===== config.mk =====
export PLATFORM = sky130hd
export DESIGN_NAME = event_rate_meter_ema
export DESIGN_NICKNAME = d
export VERILOG_FILES = /design/src/rtl/core/erm_pkg.sv /design/src/rtl/core/event_rate_meter_ema.sv /design/src/rtl/core/erm_div.sv
export SDC_FILE = /design/constraint.sdc
export NUM_CORES = 2
export LEC_CHECK = 0
export ABC_CLOCK_PERIOD_IN_PS = 7700
export BUFFER_PORTS_ARGS = -buffer_cell sky130_fd_sc_hd__buf_2
export CAP_MARGIN = 20
export CORE_MARGIN = 1.5
export CORE_UTILIZATION = 59
export DETAILED_ROUTE_END_ITERATION = 8
export PLACE_DENSITY = 0.78
export SETUP_SLACK_MARGIN = 0.3
export SLEW_MARGIN = 20
export SYNTH_ARGS = -nofsm -noshare
export SYNTH_HDL_FRONTEND = slang
export SYNTH_SLANG_ARGS = --single-unit

===== constraint.sdc =====
create_clock -name clk_i -period 7.7 [get_ports clk_i]
set_clock_uncertainty 0.05 [all_clocks]
set_input_delay 0.77 -clock clk_i [delete_from_list [all_inputs] [get_ports clk_i]]
set_output_delay 0.77 -clock clk_i [all_outputs]
set_load 0.01 [all_outputs]

===== src/rtl/core/erm_pkg.sv =====
`timescale 1ns / 1ps

package erm_pkg;

  // fixed field widths
  localparam int unsigned FREQ_W  = 32;
  localparam int unsigned COUNT_W = 32;
  localparam int unsigned OUT_W   = 32;
  localparam int unsigned TS_W    = 64;

  // x1000 scaling grows the product by this many bits
  localparam int unsigned SCALE_BITS = 10;

  localparam logic [FREQ_W-1:0]  TIMER_FREQ_RST = 32'd10000000;
  localparam logic [COUNT_W-1:0] COUNT_MAX      = '1;
  localparam logic [OUT_W-1:0]   OUT_MAX        = '1;

  // blend denominator: new = (4*rate + 6*avg) / 10
  localparam logic [3:0] BLEND_DIV = 4'd10;

  // item kinds
  localparam logic KIND_EVENT = 1'b0;
  localparam logic KIND_CLEAR = 1'b1;

  typedef struct packed {
    logic            kind;
    logic [TS_W-1:0] timestamp;
  } in_word_t;

  typedef struct packed {
    logic [OUT_W-1:0] rate_milli_hz;
    logic             updated;
  } out_word_t;

  // divider status toward the sequencer
  typedef struct packed {
    logic done;
    logic ovf;
  } div_stat_t;

endpackage


===== src/rtl/core/event_rate_meter_ema.sv =====
`timescale 1ns / 1ps

// Channel | dir | handshake                 | word
// --------+-----+---------------------------+---------------------------------
// in      | in  | in_valid_i / in_stall_o   | erm_pkg::in_word_t (kind, ts)
// out     | out | out_valid_o / out_stall_i | erm_pkg::out_word_t (rate, upd)
// cfg     | in  | cfg_valid_i / cfg_ready_o | timer_freq, 32 bits
//
// A word that does not close a window goes through S_EVAL and S_FIN into the output register.
// Closing a window: 32x32 multiply, x1000 by shift-subtract, then 74 steps
// of the bit-serial divider; blending into a nonzero average adds a sum, then a divide
// by ten by shift-add and a remainder fix.
// Reset clears count, window, average and restores timer_freq to 10 MHz.
// in_stall_o is high while a word is in work; a result held by out_stall_i keeps the
// block in its last state, and the next word is taken once the result is loaded.
module event_rate_meter_ema #(
  parameter int unsigned TIME_WIDTH = 64,
  parameter int unsigned RATE_WIDTH = 32
) (
  input  logic                         clk_i,
  input  logic                         rst_ni,
  input  logic                         in_valid_i,
  output logic                         in_stall_o,
  input  erm_pkg::in_word_t            in_word_i,
  output logic                         out_valid_o,
  input  logic                         out_stall_i,
  output erm_pkg::out_word_t           out_word_o,
  input  logic                         cfg_valid_i,
  output logic                         cfg_ready_o,
  input  logic [erm_pkg::FREQ_W-1:0]   cfg_data_i
);

  localparam int unsigned PROD_W = erm_pkg::COUNT_W + erm_pkg::FREQ_W;
  localparam int unsigned DVD_W  = PROD_W + erm_pkg::SCALE_BITS;
  localparam int unsigned SUM_W  = RATE_WIDTH + 4;
  localparam int unsigned CNT_W  = $clog2(DVD_W + 1);
  localparam logic [RATE_WIDTH-1:0] RATE_MAX = '1;
  localparam logic [5:0] TEN_SH_LAST = 6'd32;

  typedef enum logic [3:0] {
    S_IDLE,
    S_EVAL,
    S_MUL,
    S_SCALE1,
    S_SCALE2,
    S_RATE_GO,
    S_RATE_WAIT,
    S_BLEND,
    S_TEN_SEED,
    S_TEN_STEP,
    S_TEN_SHIFT,
    S_TEN_REM,
    S_TEN_FIX,
    S_FIN
  } state_e;

  state_e                      state_q;
  logic [erm_pkg::FREQ_W-1:0]  freq_q;
  logic [erm_pkg::COUNT_W-1:0] count_q;
  logic [TIME_WIDTH-1:0]       start_q;
  logic                        open_q;
  logic [RATE_WIDTH-1:0]       avg_q;
  logic                        upd_q;
  logic                        out_valid_q;
  erm_pkg::out_word_t          out_word_q;

  // payload registers
  logic                        kind_q;
  logic [TIME_WIDTH-1:0]       ts_q;
  logic [TIME_WIDTH-1:0]       elapsed_q;
  logic [PROD_W-1:0]           prod_q;
  logic [DVD_W-1:0]            acc_q;
  logic [RATE_WIDTH-1:0]       rate_q;
  logic [SUM_W-1:0]            sum_q;
  logic [SUM_W-1:0]            ten_q;
  logic [5:0]                  sh_q;
  logic [4:0]                  rem10_q;

  logic [TIME_WIDTH-1:0]       elapsed_d;
  logic [erm_pkg::COUNT_W-1:0] count_inc;
  logic                        close_win;
  logic [RATE_WIDTH-1:0]       rate_d;
  logic [RATE_WIDTH+31:0]      avg_ext;
  logic [erm_pkg::OUT_W-1:0]   avg_sat;

  logic                        div_start;
  logic [DVD_W-1:0]            div_dvd;
  logic [TIME_WIDTH-1:0]       div_dvs;
  logic [CNT_W-1:0]            div_steps;
  logic [RATE_WIDTH-1:0]       div_quo;
  erm_pkg::div_stat_t          div_stat;

  assign in_stall_o  = (state_q != S_IDLE);
  assign cfg_ready_o = 1'b1;
  assign out_valid_o = out_valid_q;
  assign out_word_o  = out_word_q;

  // window bookkeeping
  always_comb begin
    elapsed_d = ts_q - start_q;
    count_inc = (count_q == erm_pkg::COUNT_MAX) ? count_q : count_q + erm_pkg::COUNT_W'(1);
    close_win = (elapsed_d >= TIME_WIDTH'(freq_q >> 2));
  end

  // measured rate; a zero elapsed time overflows the divider and saturates too
  assign rate_d = div_stat.ovf ? RATE_MAX : div_quo;

  // output saturation to 32 bits
  always_comb begin
    avg_ext = {32'b0, avg_q};
    avg_sat = (|avg_ext[RATE_WIDTH+31:32]) ? erm_pkg::OUT_MAX : avg_ext[31:0];
  end

  // divider operands: count * freq * 1000 over the elapsed ticks
  assign div_start = (state_q == S_RATE_GO);
  assign div_dvd   = acc_q;
  assign div_dvs   = elapsed_q;
  assign div_steps = CNT_W'(DVD_W);

  erm_div #(
    .DVD_WIDTH (DVD_W),
    .DVS_WIDTH (TIME_WIDTH),
    .QUO_WIDTH (RATE_WIDTH),
    .CNT_W     (CNT_W)
  ) u_div (
    .clk_i      (clk_i),
    .rst_ni     (rst_ni),
    .start_i    (div_start),
    .dividend_i (div_dvd),
    .divisor_i  (div_dvs),
    .steps_i    (div_steps),
    .quot_o     (div_quo),
    .stat_o     (div_stat)
  );

  // sequencer, state and registered outputs
  always_ff @(posedge clk_i or negedge rst_ni) begin
    if (!rst_ni) begin
      state_q     <= S_IDLE;
      freq_q      <= erm_pkg::TIMER_FREQ_RST;
      count_q     <= '0;
      start_q     <= '0;
      open_q      <= 1'b0;
      avg_q       <= '0;
      upd_q       <= 1'b0;
      out_valid_q <= 1'b0;
      out_word_q  <= '0;
    end else begin
      if (cfg_valid_i && cfg_ready_o) begin
        freq_q <= cfg_data_i;
      end
      // result taken; a finishing word reloads it below
      if (out_valid_q && !out_stall_i && state_q != S_FIN) begin
        out_valid_q <= 1'b0;
      end

      case (state_q)
        S_IDLE: begin
          if (in_valid_i) begin
            state_q <= S_EVAL;
          end
        end
        S_EVAL: begin
          upd_q   <= 1'b0;
          state_q <= S_FIN;
          if (kind_q == erm_pkg::KIND_CLEAR) begin
            count_q <= '0;
            start_q <= '0;
            open_q  <= 1'b0;
            avg_q   <= '0;
          end else if (freq_q != '0) begin
            if (!open_q) begin
              open_q  <= 1'b1;
              start_q <= ts_q;
              count_q <= erm_pkg::COUNT_W'(1);
            end else begin
              count_q <= count_inc;
              if (close_win) begin
                start_q <= ts_q;
                upd_q   <= 1'b1;
                state_q <= S_MUL;
              end
            end
          end
        end
        S_MUL: begin
          count_q <= '0;
          state_q <= S_SCALE1;
        end
        S_SCALE1: state_q <= S_SCALE2;
        S_SCALE2: state_q <= S_RATE_GO;
        S_RATE_GO: state_q <= S_RATE_WAIT;
        S_RATE_WAIT: begin
          if (div_stat.done) begin
            if (avg_q == '0) begin
              avg_q   <= rate_d;
              state_q <= S_FIN;
            end else begin
              state_q <= S_BLEND;
            end
          end
        end
        S_BLEND: state_q <= S_TEN_SEED;
        S_TEN_SEED: state_q <= S_TEN_STEP;
        S_TEN_STEP: begin
          if (sh_q == TEN_SH_LAST) begin
            state_q <= S_TEN_SHIFT;
          end
        end
        S_TEN_SHIFT: state_q <= S_TEN_REM;
        S_TEN_REM: state_q <= S_TEN_FIX;
        // estimate is at most one low
        S_TEN_FIX: begin
          avg_q   <= RATE_WIDTH'(ten_q + SUM_W'(rem10_q >= 5'(erm_pkg::BLEND_DIV)));
          state_q <= S_FIN;
        end
        S_FIN: begin
          if (!out_valid_q || !out_stall_i) begin
            out_valid_q              <= 1'b1;
            out_word_q.rate_milli_hz <= avg_sat;
            out_word_q.updated       <= upd_q;
            state_q                  <= S_IDLE;
          end
        end
        default: state_q <= S_IDLE;
      endcase
    end
  end

  // datapath registers
  always_ff @(posedge clk_i) begin
    if (state_q == S_IDLE && in_valid_i) begin
      kind_q <= in_word_i.kind;
      ts_q   <= in_word_i.timestamp[TIME_WIDTH-1:0];
    end
    if (state_q == S_EVAL) begin
      elapsed_q <= elapsed_d;
    end
    // count * freq, 32x32
    if (state_q == S_MUL) begin
      prod_q <= PROD_W'(count_q) * PROD_W'(freq_q);
    end
    // x1000 = x1024 - x16 - x8
    if (state_q == S_SCALE1) begin
      acc_q <= (DVD_W'(prod_q) << 10) - (DVD_W'(prod_q) << 4);
    end
    if (state_q == S_SCALE2) begin
      acc_q <= acc_q - (DVD_W'(prod_q) << 3);
    end
    if (state_q == S_RATE_WAIT && div_stat.done) begin
      rate_q <= rate_d;
    end
    // 4*rate + 6*avg
    if (state_q == S_BLEND) begin
      sum_q <= (SUM_W'(rate_q) << 2) + (SUM_W'(avg_q) << 2) + (SUM_W'(avg_q) << 1);
    end
    // divide by ten: x * 0.8 by shift-add refinement, then /8
    if (state_q == S_TEN_SEED) begin
      ten_q <= (sum_q >> 1) + (sum_q >> 2);
      sh_q  <= 6'd4;
    end
    if (state_q == S_TEN_STEP) begin
      ten_q <= ten_q + (ten_q >> sh_q);
      sh_q  <= sh_q << 1;
    end
    if (state_q == S_TEN_SHIFT) begin
      ten_q <= ten_q >> 3;
    end
    // remainder of the estimate, below 20
    if (state_q == S_TEN_REM) begin
      rem10_q <= 5'(sum_q - ((ten_q << 3) + (ten_q << 1)));
    end
  end

endmodule


===== src/rtl/core/erm_div.sv =====
`timescale 1ns / 1ps

// Restoring divider, one quotient bit per cycle, dividend fed MSB first.
// Quotient bits that fall off the top of quot_o raise the overflow flag.
module erm_div #(
  parameter int unsigned DVD_WIDTH = 74,
  parameter int unsigned DVS_WIDTH = 64,
  parameter int unsigned QUO_WIDTH = 32,
  parameter int unsigned CNT_W     = 7
) (
  input  logic                  clk_i,
  input  logic                  rst_ni,
  input  logic                  start_i,
  input  logic [DVD_WIDTH-1:0]  dividend_i,
  input  logic [DVS_WIDTH-1:0]  divisor_i,
  input  logic [CNT_W-1:0]      steps_i,
  output logic [QUO_WIDTH-1:0]  quot_o,
  output erm_pkg::div_stat_t    stat_o
);

  logic [DVD_WIDTH-1:0] dvd_q;
  logic [DVS_WIDTH-1:0] dvs_q;
  logic [DVS_WIDTH-1:0] rem_q, rem_d;
  logic [QUO_WIDTH-1:0] quo_q;
  logic                 ovf_q;
  logic [CNT_W-1:0]     cnt_q;
  logic                 busy_q, done_q;

  logic [DVS_WIDTH:0] shifted, diff;
  logic               fits;

  // one shift-compare-subtract step
  always_comb begin
    shifted = {rem_q, dvd_q[DVD_WIDTH-1]};
    diff    = shifted - {1'b0, dvs_q};
    fits    = (shifted >= {1'b0, dvs_q});
    rem_d   = fits ? diff[DVS_WIDTH-1:0] : shifted[DVS_WIDTH-1:0];
  end

  // control
  always_ff @(posedge clk_i or negedge rst_ni) begin
    if (!rst_ni) begin
      cnt_q  <= '0;
      busy_q <= 1'b0;
      done_q <= 1'b0;
    end else begin
      done_q <= 1'b0;
      if (start_i) begin
        cnt_q  <= steps_i;
        busy_q <= 1'b1;
      end else if (busy_q) begin
        cnt_q <= cnt_q - CNT_W'(1);
        if (cnt_q == CNT_W'(1)) begin
          busy_q <= 1'b0;
          done_q <= 1'b1;
        end
      end
    end
  end

  // datapath
  always_ff @(posedge clk_i) begin
    if (start_i) begin
      dvd_q <= dividend_i;
      dvs_q <= divisor_i;
      rem_q <= '0;
      quo_q <= '0;
      ovf_q <= 1'b0;
    end else if (busy_q) begin
      dvd_q <= dvd_q << 1;
      rem_q <= rem_d;
      quo_q <= {quo_q[QUO_WIDTH-2:0], fits};
      ovf_q <= ovf_q | quo_q[QUO_WIDTH-1];
    end
  end

  assign quot_o      = quo_q;
  assign stat_o.done = done_q;
  assign stat_o.ovf  = ovf_q;

endmodule


==> flow_summary.html <==
<table>
<tr><th>Metric</th><th>Value</th></tr>
<tr><th colspan="2">Synth</th></tr>
<tr><td>Synth warnings</td><td>0</td></tr>
<tr><td>Sequential-to-total area share from yosys stat</td><td>26.1%</td></tr>
<tr><td>Xor and xnor area share after synthesis</td><td>under 10%</td></tr>
<tr><td>Synth Area per Inst</td><td>between 9 and 10 um2</td></tr>
<tr><td>FFs w/ async S/R, synth</td><td>between 20% and 30%</td></tr>
<tr><td>Number of synthesized flops with an enable pin</td><td>slightly above 500</td></tr>
<tr><td>Yosys reg bits</td><td>816</td></tr>
<tr><td>Area of the mapped netlist</td><td>between 0.08 and 0.09 mm2</td></tr>
<tr><td>Combinational family with the most area after synthesis</td><td>adder cells</td></tr>
<tr><td>Share of cell area taken by muxes after synthesis</td><td>1.32%</td></tr>
<tr><td>Post-Syn Nets</td><td>around 11000</td></tr>
<tr><td>Share of the synthesized area in compound gates (AO/OA/AOI/OAI)</td><td>between 10% and 20%</td></tr>
<tr><td>Main flop type after synthesis</td><td>sky130_fd_sc_hd__edfxtp_1</td></tr>
<tr><td>Post-synthesis simple-gate area fraction</td><td>16.0%</td></tr>
<tr><td>Adder-cell share of the synthesized area</td><td>31.5%</td></tr>
<tr><td>Gate count of the mapped netlist</td><td>between 9000 and 10000</td></tr>
<tr><td>Number of unique standard cell types used by synthesis</td><td>95</td></tr>
<tr><th colspan="2">CTS</th></tr>
<tr><td>Source-to-sink clock delay at the later pin of the worst-skew pair</td><td>~0.74 ns</td></tr>
<tr><td>Sink count of the clock tree</td><td>roughly 820</td></tr>
<tr><td>Clock root buffer master</td><td>sky130_fd_sc_hd__clkbuf_16</td></tr>
<tr><td>Worst-case clock buffer depth</td><td>3</td></tr>
<tr><td>Clock slew seen by the registers of the worst setup and hold paths</td><td>around 0.070 ns</td></tr>
<tr><td>H-tree Lvls</td><td>3</td></tr>
<tr><td>Total clock buffers created by CTS</td><td>92</td></tr>
<tr><td>Clock tree from TritonCTS</td><td>built</td></tr>
<tr><th colspan="2">Power and ir drop</th></tr>
<tr><td>Net switching power</td><td>about 11 mW</td></tr>
<tr><td>Sw frac</td><td>between 40% and 50%</td></tr>
<tr><td>Power density over the cells</td><td>272 mW/mm2</td></tr>
<tr><td>Peak ir drop on the vdd network</td><td>~0.28 mV</td></tr>
<tr><td>Sequential share of power</td><td>30.0%</td></tr>
<tr><td>Portion of total power attributed to the clock network</td><td>about 18%</td></tr>
<tr><td>Int Pwr</td><td>14.7 mW</td></tr>
<tr><td>Leakage power</td><td>between 40 and 50 nW</td></tr>
<tr><td>Total power draw</td><td>~26 mW</td></tr>
<tr><td>Comb pwr share</td><td>between 50% and 60%</td></tr>
<tr><th colspan="2">Timing</th></tr>
<tr><td>Worst-margin pin slew</td><td>roughly 1.1 ns</td></tr>
<tr><td>Setup tns final</td><td>-1.25 ns</td></tr>
<tr><td>RSZ-0062 raised after global routing</td><td>true</td></tr>
<tr><td>Time the final worst path needs with I/O delays and setup</td><td>7.94 ns</td></tr>
<tr><td>Achievable frequency</td><td>about 0.13 GHz</td></tr>
<tr><td>Max-slew violation count</td><td>0</td></tr>
<tr><td>Post-route fraction of the period consumed by the critical path</td><td>103%</td></tr>
<tr><td>Final worst setup slack</td><td>-0.243 ns</td></tr>
<tr><td>Hold Vio Cnt, Final</td><td>0</td></tr>
<tr><td>Final Setup Violations</td><td>14</td></tr>
<tr><td>Relative slew slack</td><td>between 20% and 30%</td></tr>
<tr><th colspan="2">Drt</th></tr>
<tr><td>Post-DR wirelength/cell</td><td>between 20 and 25 um</td></tr>
<tr><td>DR vias/cell</td><td>about 6.0</td></tr>
<tr><td>Drt first-iter violations</td><td>6588</td></tr>
<tr><td>Antenna-violating nets left</td><td>0</td></tr>
<tr><td>Sum of routed wire length over all layers</td><td>234000 um</td></tr>
<tr><td>Number of vias in the routed layout</td><td>roughly 68000</td></tr>
<tr><td>Remaining design rule violation count</td><td>0</td></tr>
<tr><td>First-pass iteration count of the detailed router</td><td>8</td></tr>
<tr><th colspan="2">Floorplanning</th></tr>
<tr><td>Die boundary height</td><td>385 um</td></tr>
<tr><td>Row cnt</td><td>roughly 140</td></tr>
<tr><td>Initial standard-cell utilization of the core</td><td>about three fifths</td></tr>
<tr><td>Horizontal die dimension</td><td>~380 um</td></tr>
<tr><td>Placeable core area</td><td>about 0.14 mm2</td></tr>
<tr><td>Floorplan die area</td><td>about 0.15 mm2</td></tr>
<tr><td>Number of placed I/O pins</td><td>~140</td></tr>
<tr><th colspan="2">Global route</th></tr>
<tr><td>Number of global-route vias before repair</td><td>69200</td></tr>
<tr><td>Maximum number of pins on one net before global-route repair</td><td>around 160</td></tr>
<tr><td>First-pass GRT wire length</td><td>between 300000 and 400000 um</td></tr>
<tr><td>Residual overflow from global routing</td><td>0</td></tr>
<tr><td>Global Route Usage Sum</td><td>about a third</td></tr>
<tr><td>Initial antenna violation count</td><td>1</td></tr>
<tr><th colspan="2">Setup path</th></tr>
<tr><td>Slowest cell on crit path</td><td>sky130_fd_sc_hd__fa_1</td></tr>
<tr><td>Worst stage delay on the critical path</td><td>0.56 ns</td></tr>
<tr><td>Startpoint kind of the worst setup timing path</td><td>flip-flop</td></tr>
<tr><td>Req. time, crit path</td><td>approximately 8 ns</td></tr>
<tr><td>Number of cells on the worst reg-to-reg path</td><td>30</td></tr>
<tr><td>Most repeated library cell on the critical path</td><td>sky130_fd_sc_hd__fa_1</td></tr>
<tr><td>Type of destination of the critical path</td><td>flip-flop</td></tr>
<tr><td>Maximum fanout along the worst path</td><td>9</td></tr>
<tr><td>Arr. time, crit path</td><td>between 8 and 9 ns</td></tr>
<tr><td>Type of the worst setup path</td><td>reg2reg</td></tr>
<tr><th colspan="2">Place</th></tr>
<tr><td>Instance area at placement</td><td>roughly 0.091 mm2</td></tr>
<tr><td>Number of cells in the design after placement</td><td>roughly 11000</td></tr>
<tr><td>DP HPWL</td><td>between 150000 and 200000 um</td></tr>
<tr><td>Number of buffers inserted by port buffering</td><td>between 100 and 150</td></tr>
<tr><td>Routability congestion estimate</td><td>between 0.9 and 1</td></tr>
<tr><th colspan="2">Finish</th></tr>
<tr><td>Total non-filler cell area in the finished layout</td><td>roughly 0.095 mm2</td></tr>
<tr><td>Area used by sequential logic in the layout</td><td>0.0225 mm2</td></tr>
<tr><td>Fillcell total</td><td>roughly 11000</td></tr>
<tr><td>Share of layout cells above drive strength 1</td><td>approximately a tenth</td></tr>
<tr><td>Cell Count, Final, Fillers Out</td><td>between 10000 and 15000</td></tr>
<tr><td>Area of the multi-input gates</td><td>roughly 0.058 mm2</td></tr>
<tr><td>Number of nets in the layout</td><td>roughly 11000</td></tr>
<tr><td>Growth of design area from synthesis to finish</td><td>10.8%</td></tr>
<tr><td>Final standard cell utilization of the core</td><td>about 66%</td></tr>
<tr><th colspan="2">Flow run</th></tr>
<tr><td>Max-cap violation count</td><td>0</td></tr>
<tr><th colspan="2">Outcome</th></tr>
<tr><td>Violations in the final reports</td><td>negative setup slack</td></tr>
<tr><td>Status</td><td>finished with violations</td></tr>
<tr><th colspan="2">Min path</th></tr>
<tr><td>Hold Crit Class</td><td>in2async</td></tr>
</table>
-- layout make-up --
| type | instances | share of cell area, % |
|---|---|---|
| multi-input combinational | 6779 | 60.8 |
| sequential | 816 | 23.6 |
| timing repair buffer | 549 | 4.90 |
| inverter | 1238 | 4.88 |
| clock buffer | 125 | 2.74 |
| tap | 1903 | 2.50 |
| clock inverter | 49 | 0.639 |
| antenna | 2 | 0.00525 |
-- logic make-up after synthesis --
logic type      count (synthesis)
compound gates               1836
xor+xnor                      417
fa+ha+maj                    1604
buf+inv                      1686
flops                         816
mux                            87
other cells                     1
simple gates                 2834
-- worst max-delay path, delay by kind of cell, from the launching register on --
family / cells / cell delay (ns)
DFF: 1 / 0.41
AOI/OAI and AO/OA: 12 / 2.13
and+or+nand+nor: 3 / 0.28
xor gates and xnor gates: 1 / 0.07
buffers and inverters: 5 / 0.47
adders and majority gates: 9 / 4.25
-- power groups by stage --
stage	combinational (mW)	sequential [mW]	clock, mW
after floorplan	9.94	7.27	0
after global placement	12.5	7.75	0
after CTS	13.2	7.74	4.74
after detailed placement	13.0	7.81	0
final	13.5	7.78	4.67
after global routing	14.9	7.91	4.91
-- cell usage after synthesis, types with 78 or more instances --
library cell,n,share of area [%]
sky130_fd_sc_hd__nand3_1,104,0.60
sky130_fd_sc_hd__clkbuf_1,410,1.8
sky130_fd_sc_hd__nor2b_1,87,0.63
sky130_fd_sc_hd__nor2_1,458,2.0
sky130_fd_sc_hd__a21o_1,246,2.1
sky130_fd_sc_hd__and2_1,638,4.6
sky130_fd_sc_hd__xnor2_1,250,2.5
sky130_fd_sc_hd__o21ai_0,477,2.8
sky130_fd_sc_hd__dfrtp_1,201,5.8
sky130_fd_sc_hd__nand2_1,1093,4.8
sky130_fd_sc_hd__edfxtp_1,507,18
sky130_fd_sc_hd__dfxtp_1,100,2.3
sky130_fd_sc_hd__nor3_1,78,0.45
sky130_fd_sc_hd__ha_1,670,9.7
sky130_fd_sc_hd__fa_1,934,22
sky130_fd_sc_hd__a21oi_1,529,3.1
sky130_fd_sc_hd__inv_1,1238,5.4
sky130_fd_sc_hd__xor2_1,167,1.7
-- what timing repair did --
| action | CTS | global route |
|---|---|---|
| setup buffers | 36 | 13 |
| pin swaps | 76 | 56 |
| gates cloned | 3 | 1 |
| gates resized for setup | 109 | 68 |
| hold buffers | 0 | 0 |
| endpoints found under the setup margin | 30 | 33 |
-- worst paths after layout --
kind	slack (ns)	end	startpoint
hold / removal	0.01	start_q[56]	rst_ni
max in group asynchronous	6.26	freq_q[13]	rst_ni
setup reg to reg	-0.24	prod_q[63]	freq_q[2]
hold reg to reg	0.37	u_div.dvs_q[46]	div_dvs[46]
setup / recovery	-0.24	prod_q[63]	freq_q[2]
min in group clk_i	0.16	ts_q[63]	in_word_i[63]
-- sequential cells by signal, summed over array words and instances, names as in the netlist, 64 cells and up --
register     cells
acc_q           71
u_div.dvd_q     71
div_dvs         64
prod_q          64
start_q         64
ts_q            64
u_div.dvs_q     64
u_div.rem_q     64
-- layout by cell type (no fill, tap or decap), types with 58 or more instances in the layout --
cell type / Yosys / final
sky130_fd_sc_hd__a211oi_1: 70 / 67
sky130_fd_sc_hd__a21o_1: 246 / 245
sky130_fd_sc_hd__a21oi_1: 529 / 508
sky130_fd_sc_hd__a22o_1: 66 / 66
sky130_fd_sc_hd__and2_1: 638 / 622
sky130_fd_sc_hd__and3_1: 73 / 70
sky130_fd_sc_hd__buf_2: 12 / 135
sky130_fd_sc_hd__buf_4: 1 / 329
sky130_fd_sc_hd__clkbuf_16: 0 / 97
sky130_fd_sc_hd__dfrtp_1: 201 / 191
sky130_fd_sc_hd__dfxtp_1: 100 / 100
sky130_fd_sc_hd__edfxtp_1: 507 / 507
sky130_fd_sc_hd__fa_1: 934 / 913
sky130_fd_sc_hd__ha_1: 670 / 654
sky130_fd_sc_hd__inv_1: 1238 / 1224
sky130_fd_sc_hd__mux2i_1: 58 / 58
sky130_fd_sc_hd__nand2_1: 1093 / 1087
sky130_fd_sc_hd__nand2b_1: 68 / 68
sky130_fd_sc_hd__nand3_1: 104 / 103
sky130_fd_sc_hd__nand4_1: 75 / 75
sky130_fd_sc_hd__nor2_1: 458 / 448
sky130_fd_sc_hd__nor2b_1: 87 / 86
sky130_fd_sc_hd__nor3_1: 78 / 77
sky130_fd_sc_hd__o21ai_0: 477 / 460
sky130_fd_sc_hd__xnor2_1: 250 / 245
sky130_fd_sc_hd__xor2_1: 167 / 165
-- routing by layer --
| metal | vias to the layer above | part of all wire [%] | global-route usage [%] |
|---|---|---|---|
| li1 | 31200 | - | - |
| met2 | 3196 | 45 | 49.8 |
| met3 | 549 | 9.1 | 5.03 |
| met5 | - | 0 | 0 |
| met1 | 33400 | 42 | 44.4 |
| met4 | 0 | 4.2 | 12.3 |
-- stage by stage --
stage | setup slack [ns] | hold WS, ns
floorplan | 0.145 | 0.350
global placement | -0.439 | 0.353
detailed placement | -0.557 | 0.355
CTS | -0.185 | 0.0156
global route | -0.488 | 0.0635
finish | -0.243 | 0.0143
No activity file was read; power rests on OpenSTA's default activity.
